[src/rtl/sbcm_pkg.sv]
package sbcm_pkg;

	localparam int BIN_FRACTION_BITS = 18;
	localparam int LOG_TABLE_BITS = 8;
	localparam int LOG_TABLE_SIZE = 1 << LOG_TABLE_BITS;
	localparam logic [15:0] LOG10_OF_2_Q16 = 16'd19728;

	localparam logic [1:0] CMD_MAP = 2'd0;
	localparam logic [1:0] CMD_CLEAR = 2'd1;
	localparam logic [1:0] CMD_FINISH = 2'd2;

	localparam logic [1:0] REG_LEVEL_FLOOR = 2'd0;
	localparam logic [1:0] REG_LEVEL_CEIL = 2'd1;
	localparam logic [1:0] REG_GLOW_THRESHOLD = 2'd2;
	localparam logic [1:0] REG_LOG2_WINDOW = 2'd3;

	typedef enum logic [3:0] {
		OP_NONE,
		OP_LOAD,
		OP_CLEAR,
		OP_SQ_RE,
		OP_SQ_IM,
		OP_NORM,
		OP_LOG,
		OP_MUL,
		OP_LEVEL,
		OP_DIV_RED,
		OP_TAKE_RED,
		OP_DIV_INT,
		OP_TAKE_INT,
		OP_DIV_FIN,
		OP_TAKE_FIN,
		OP_DIV_GLOW
	} dp_op_t;

	typedef struct packed {
		dp_op_t op;
		logic   take_glow;
		logic   load_out;
	} dp_cmd_t;

	typedef struct packed {
		logic [1:0] cmd;
		logic       norm_done;
		logic       div_done;
		logic       span_pos;
		logic       peak_nz;
		logic       glow_on;
	} dp_status_t;

	typedef logic [15:0] log_tab_t [LOG_TABLE_SIZE];

	function automatic log_tab_t gen_log_tab();
		log_tab_t    t;
		logic [63:0] x;
		logic [15:0] r;
		for (int m = 0; m < LOG_TABLE_SIZE; m++) begin
			x = 64'(LOG_TABLE_SIZE + m) << (30 - LOG_TABLE_BITS);
			r = '0;
			for (int k = 0; k < 16; k++) begin
				x = (x * x) >> 30;
				r = {r[14:0], 1'b0};
				if (x >= 64'h8000_0000) begin
					x = x >> 1;
					r[0] = 1'b1;
				end
			end
			t[m] = r;
		end
		return t;
	endfunction

	localparam log_tab_t LOG_TAB = gen_log_tab();

endpackage

[src/rtl/sbcm_ctrl.sv]
module sbcm_ctrl
	import sbcm_pkg::*;
(
	input  logic       clk,
	input  logic       arst_n,
	input  logic       in_valid,
	output logic       in_ready,
	output logic       out_valid,
	input  logic       out_ready,
	input  dp_status_t status,
	output dp_cmd_t    ctl
);

	typedef enum logic [3:0] {
		S_IDLE,
		S_DISPATCH,
		S_SQ_RE,
		S_SQ_IM,
		S_NORM,
		S_LOG,
		S_MUL,
		S_LEVEL,
		S_RED_DIV,
		S_RED_WAIT,
		S_INT_DIV,
		S_INT_WAIT,
		S_FIN_WAIT,
		S_GLOW_CHK,
		S_GLOW_WAIT,
		S_DONE
	} state_t;

	state_t state_q;
	state_t state_d;
	logic   out_valid_q;
	logic   out_load;

	assign out_load = (state_q == S_DONE) && (!out_valid_q || out_ready);

	always_comb begin
		state_d = state_q;
		ctl.op = OP_NONE;
		ctl.take_glow = 1'b0;
		ctl.load_out = out_load;
		case (state_q)
			S_IDLE: begin
				if (in_valid) begin
					ctl.op = OP_LOAD;
					state_d = S_DISPATCH;
				end
			end
			S_DISPATCH: begin
				case (status.cmd)
					CMD_MAP: state_d = S_SQ_RE;
					CMD_CLEAR: begin
						ctl.op = OP_CLEAR;
						state_d = S_DONE;
					end
					CMD_FINISH: begin
						if (status.peak_nz) begin
							ctl.op = OP_DIV_FIN;
							state_d = S_FIN_WAIT;
						end else begin
							state_d = S_GLOW_CHK;
						end
					end
					default: state_d = S_DONE;
				endcase
			end
			S_SQ_RE: begin
				ctl.op = OP_SQ_RE;
				state_d = S_SQ_IM;
			end
			S_SQ_IM: begin
				ctl.op = OP_SQ_IM;
				state_d = S_NORM;
			end
			S_NORM: begin
				if (status.norm_done) begin
					state_d = S_LOG;
				end else begin
					ctl.op = OP_NORM;
				end
			end
			S_LOG: begin
				ctl.op = OP_LOG;
				state_d = S_MUL;
			end
			S_MUL: begin
				ctl.op = OP_MUL;
				state_d = S_LEVEL;
			end
			S_LEVEL: begin
				ctl.op = OP_LEVEL;
				state_d = S_RED_DIV;
			end
			S_RED_DIV: begin
				if (status.span_pos) begin
					ctl.op = OP_DIV_RED;
					state_d = S_RED_WAIT;
				end else begin
					state_d = S_DONE;
				end
			end
			S_RED_WAIT: begin
				if (status.div_done) begin
					ctl.op = OP_TAKE_RED;
					state_d = S_INT_DIV;
				end
			end
			S_INT_DIV: begin
				ctl.op = OP_DIV_INT;
				state_d = S_INT_WAIT;
			end
			S_INT_WAIT: begin
				if (status.div_done) begin
					ctl.op = OP_TAKE_INT;
					state_d = S_DONE;
				end
			end
			S_FIN_WAIT: begin
				if (status.div_done) begin
					ctl.op = OP_TAKE_FIN;
					state_d = S_GLOW_CHK;
				end
			end
			S_GLOW_CHK: begin
				if (status.glow_on) begin
					ctl.op = OP_DIV_GLOW;
					state_d = S_GLOW_WAIT;
				end else begin
					state_d = S_DONE;
				end
			end
			S_GLOW_WAIT: begin
				if (status.div_done) begin
					ctl.take_glow = 1'b1;
					state_d = S_DONE;
				end
			end
			S_DONE: begin
				if (out_load) begin
					state_d = S_IDLE;
				end
			end
			default: state_d = S_IDLE;
		endcase
	end

	always_ff @(posedge clk or negedge arst_n) begin
		if (!arst_n) begin
			state_q <= S_IDLE;
			out_valid_q <= 1'b0;
		end else begin
			state_q <= state_d;
			if (out_load) begin
				out_valid_q <= 1'b1;
			end else if (out_ready) begin
				out_valid_q <= 1'b0;
			end
		end
	end

	assign in_ready = (state_q == S_IDLE);
	assign out_valid = out_valid_q;

endmodule

[config.mk]
export PLATFORM = sky130hd
export DESIGN_NAME = sbcm_ctrl
export DESIGN_NICKNAME = d
export VERILOG_FILES = /design/src/rtl/sbcm_pkg.sv /design/src/rtl/sbcm_ctrl.sv
export SDC_FILE = /design/constraint.sdc
export NUM_CORES = 1
export LEC_CHECK = 0
export CAP_MARGIN = 20
export CORE_MARGIN = 8
export CORE_UTILIZATION = 30
export DETAILED_ROUTE_END_ITERATION = 10
export DONT_BUFFER_PORTS = 1
export PLACE_DENSITY = 0.42
export SLEW_MARGIN = 40
export SYNTH_ARGS = -nofsm -noshare
export SYNTH_HDL_FRONTEND = slang
export SYNTH_SLANG_ARGS = --single-unit
[constraint.sdc]
create_clock -name clk -period 2.9 [get_ports clk]
set_input_delay 0 -clock clk [delete_from_list [all_inputs] [get_ports clk]]
set_output_delay 0 -clock clk [all_outputs]
set_load 0.01 [all_outputs]
==> summary.md <==
| Metric | Value |
|---|---|
| Worst EP arrival | 2.02 ns |
| Initial Util | 32.2% |
| DP Wirelength | 1370 µm |
| Port bufs | 0 |
| Critical Path Source Type | flip-flop |
| Worst EP required | roughly 2.9 ns |
| Area growth from synthesis to layout | 1.76% |
| WS Path Type | flip-flop to output pin |
| Antenna-violating nets left | 0 |
| Die X | 62.1 µm |
| Global-route wire length before repair | approximately 3100 µm |
| GPL Wtd Cong | roughly 0.73 |
| Num Clock Sinks | 5 |
| Main synth FF type | dfrtp_1 |
| Final setup viols | 0 |
| FFs w/ async S/R, synth | 100% |
| Overflow after GRT | 0 |
| Vias post-DR | 654 |
| Slew headroom | around 54% |
| Crit path largest cell delay | between 0.6 and 0.7 ns |
| CP Capture Type | output pin |
| Worst Path Max Fanout | 23 |
| Clk slew on worst S/H paths | 0.04 ns |
| Mapped Cells | 91 |
| 1st-iter DRT viols | 16 |
| Die H | a little over 60 µm |
| Synth Register Bits | 5 |
| Avg WL per Cell | 16.1 µm |
| Number of flops mapped to enable cells by yosys | 0 |
| Slew @ Worst Pin | approximately 0.7 ns |
| Hold WC Path Type | primary input to flip-flop |
| Register area | about 130 µm² |
| Cell area after synthesis | between 600 and 700 µm² |
| Synth area leader | dfrtp_1 |
| Die area | about 3900 µm² |
| H-tree level count | 1 |
| Final Util | between 30% and 40% |
| P_leak | approximately 0.25 nW |
| CTS buffer count | 3 |
| Filler cells | 227 |
| Io pins | 19 |
| # nets final | around 100 |
| Synth area leaders | dfrtp_1, nor2_1, a21oi_1, o21ai_0, buf_2 |
| Final wirelength | approximately 1800 µm |
| Yosys top cell area share | between 10% and 20% |
| DRT Pass-1 Iters | 4 |
| Most common cell after layout, fill and taps aside | nor2_1 |
| Largest net degree at the start of global routing | 24 |
| CP bufs+invs | 0 |
| # resized after CTS | 0 |
| MaxCap Viol Count | 0 |
| Synth unique cells | 36 |
| Minimum clock period | between 2 and 2.5 ns |
| Vias in the first global route | ~630 |
| Vias/cell | 5.74 |
| Layout cell share with drive strength beyond 1 | a little under 7% |
| Crit path cell chain | nor3b_1 -> nand2_1 -> o21a_1 -> o31ai_1 |
| Status | finished, final reports clean |
| Drt drc | 0 |
| Seq/Total Area, Yosys | ~20% |
| RSZ-0062 raised after global routing | false |
| Clock Skews | between 0.003 and 0.004 ns |
| Pwr per Cell Area | about 1100 nW/µm² |
| Top Family by Delay on Critical Path | flip-flops |
| Slew Limit Fails | 0 |
| Tcrit/Tclk final | 69.7% |
| Multi-input logic area | between 400 and 500 µm² |
| Average size of a mapped cell | 7.01 µm² |
| Total GRT Usage | 9.42% |
| CTS max path bufs | 2 |
| Clk_lat worst skew | 0.24 ns |
| CTS tree | done |
| Syn_nets | between 100 and 150 |
| CORE AREA | roughly 2000 µm² |
| Number of antenna repair diodes | 0 |
| Most frequent cells in the layout | nor2_1, nand2_1, a21oi_1, o21ai_0 |
| Slowest cell on crit path | dfrtp_1 |
| Fin Setup TNS | 0 ns |
| Maximum vdd drop | 0.608 mV |
| Syn. warnings | 0 |
| Initial antenna violation count | 0 |
| FP Rows | 16 |
| F_max | between 0.4 and 0.5 GHz |
| Endpoints failing hold | 0 |
| Root Buffer | clkbuf_4 |
-- synthesized netlist by cell type, drive strengths merged, types with 2 or more instances --
library cell,n
nor2,14
inv,5
o221ai,2
dfrtp,5
o32ai,2
a21oi,6
o211ai,2
nor3b,2
nand3,2
nor2b,4
nand2b,2
buf,9
o21ai,7
o21a,2
nor3,3
nand4,2
a211o,2
nand2,6
a31oi,2
-- timing repair --
| item | 4_1_cts | 5_1_grt |
|---|---|---|
| endpoints found under the setup margin | 0 | 0 |
| hold endpoints to repair | 5 | 0 |
| buffers inserted | 0 | 0 |
| hold buffers | 1 | 0 |
-- layout make-up --
type / instances / area share [%]
sequential: 5 / 19.3
timing repair buffer: 1 / 1.54
inverter: 5 / 2.89
multi-input combinational: 72 / 67.1
tap: 27 / 5.20
clock buffer: 4 / 4.05
-- state kept, by name, summed over array words and instances, names as in the netlist --
| register | flops |
|---|---|
| state_q | 4 |
| out_valid | 1 |
-- metal layers --
| metal | up-vias | wire length, µm | GRT usage (%) |
|---|---|---|---|
| li1 | 329 | - | - |
| met1 | 301 | 884 | 13.2 |
| met2 | 24 | 840 | 13.7 |
| met3 | 0 | 113 | 2.33 |
| met4 | 0 | 0 | 2.62 |
| met5 | - | 0 | 0 |
-- per-stage QoR --
step                      std cells  power, mW  area (µm²)  hold WS [ns]  setup WS, ns
after floorplan                  91      0.631         638        -0.296          1.49
after global placement          109      0.679         613        -0.295          1.11
after detailed placement        109      0.670         613        -0.295          1.09
after CTS                       114      0.758         649        0.0349         0.883
after global routing            114      0.834         649        0.0584         0.735
final                           114      0.743         649        0.0359         0.879
-- kinds of logic (layout without fill, tap and decap cells) --
logic type	count (synthesis)	after routing	synth area share [%]
flops	5	5	19.6
buf+inv	14	10	12.2
simple gates	40	40	33.9
compound gates	32	32	34.3
-- report_power, final --
part | internal, mW | switching [mW]
clock | 0.0519 | 0.0272
sequential | 0.102 | 0.172
combinational | 0.179 | 0.211
total | 0.333 | 0.410
-- worst register-to-register path: stages (launching register included) --
cell     delay, ns
dfrtp_1       0.62
nor4_2        0.51
and2b_1       0.21
nor2_1        0.04
a211o_1       0.31
-- final timing paths --
kind                                        startpoint                     end  slack, ns  cells after the start
worst max-delay path            state_q[2]$_DFFE_PN0P_                  ctl[5]       0.88                      4
worst min-delay path                         out_ready   out_valid$_DFFE_PN0P_       0.04                      2
worst max register to register  state_q[1]$_DFFE_PN0P_  state_q[0]$_DFFE_PN0P_       1.09                      4
worst min register to register   out_valid$_DFFE_PN0P_   out_valid$_DFFE_PN0P_       0.67                      2
max in group asynchronous                       arst_n  state_q[3]$_DFFE_PN0P_       2.66                      1
min in group asynchronous                       arst_n  state_q[2]$_DFFE_PN0P_       0.05                      1
(Power assumes the default switching activity.)
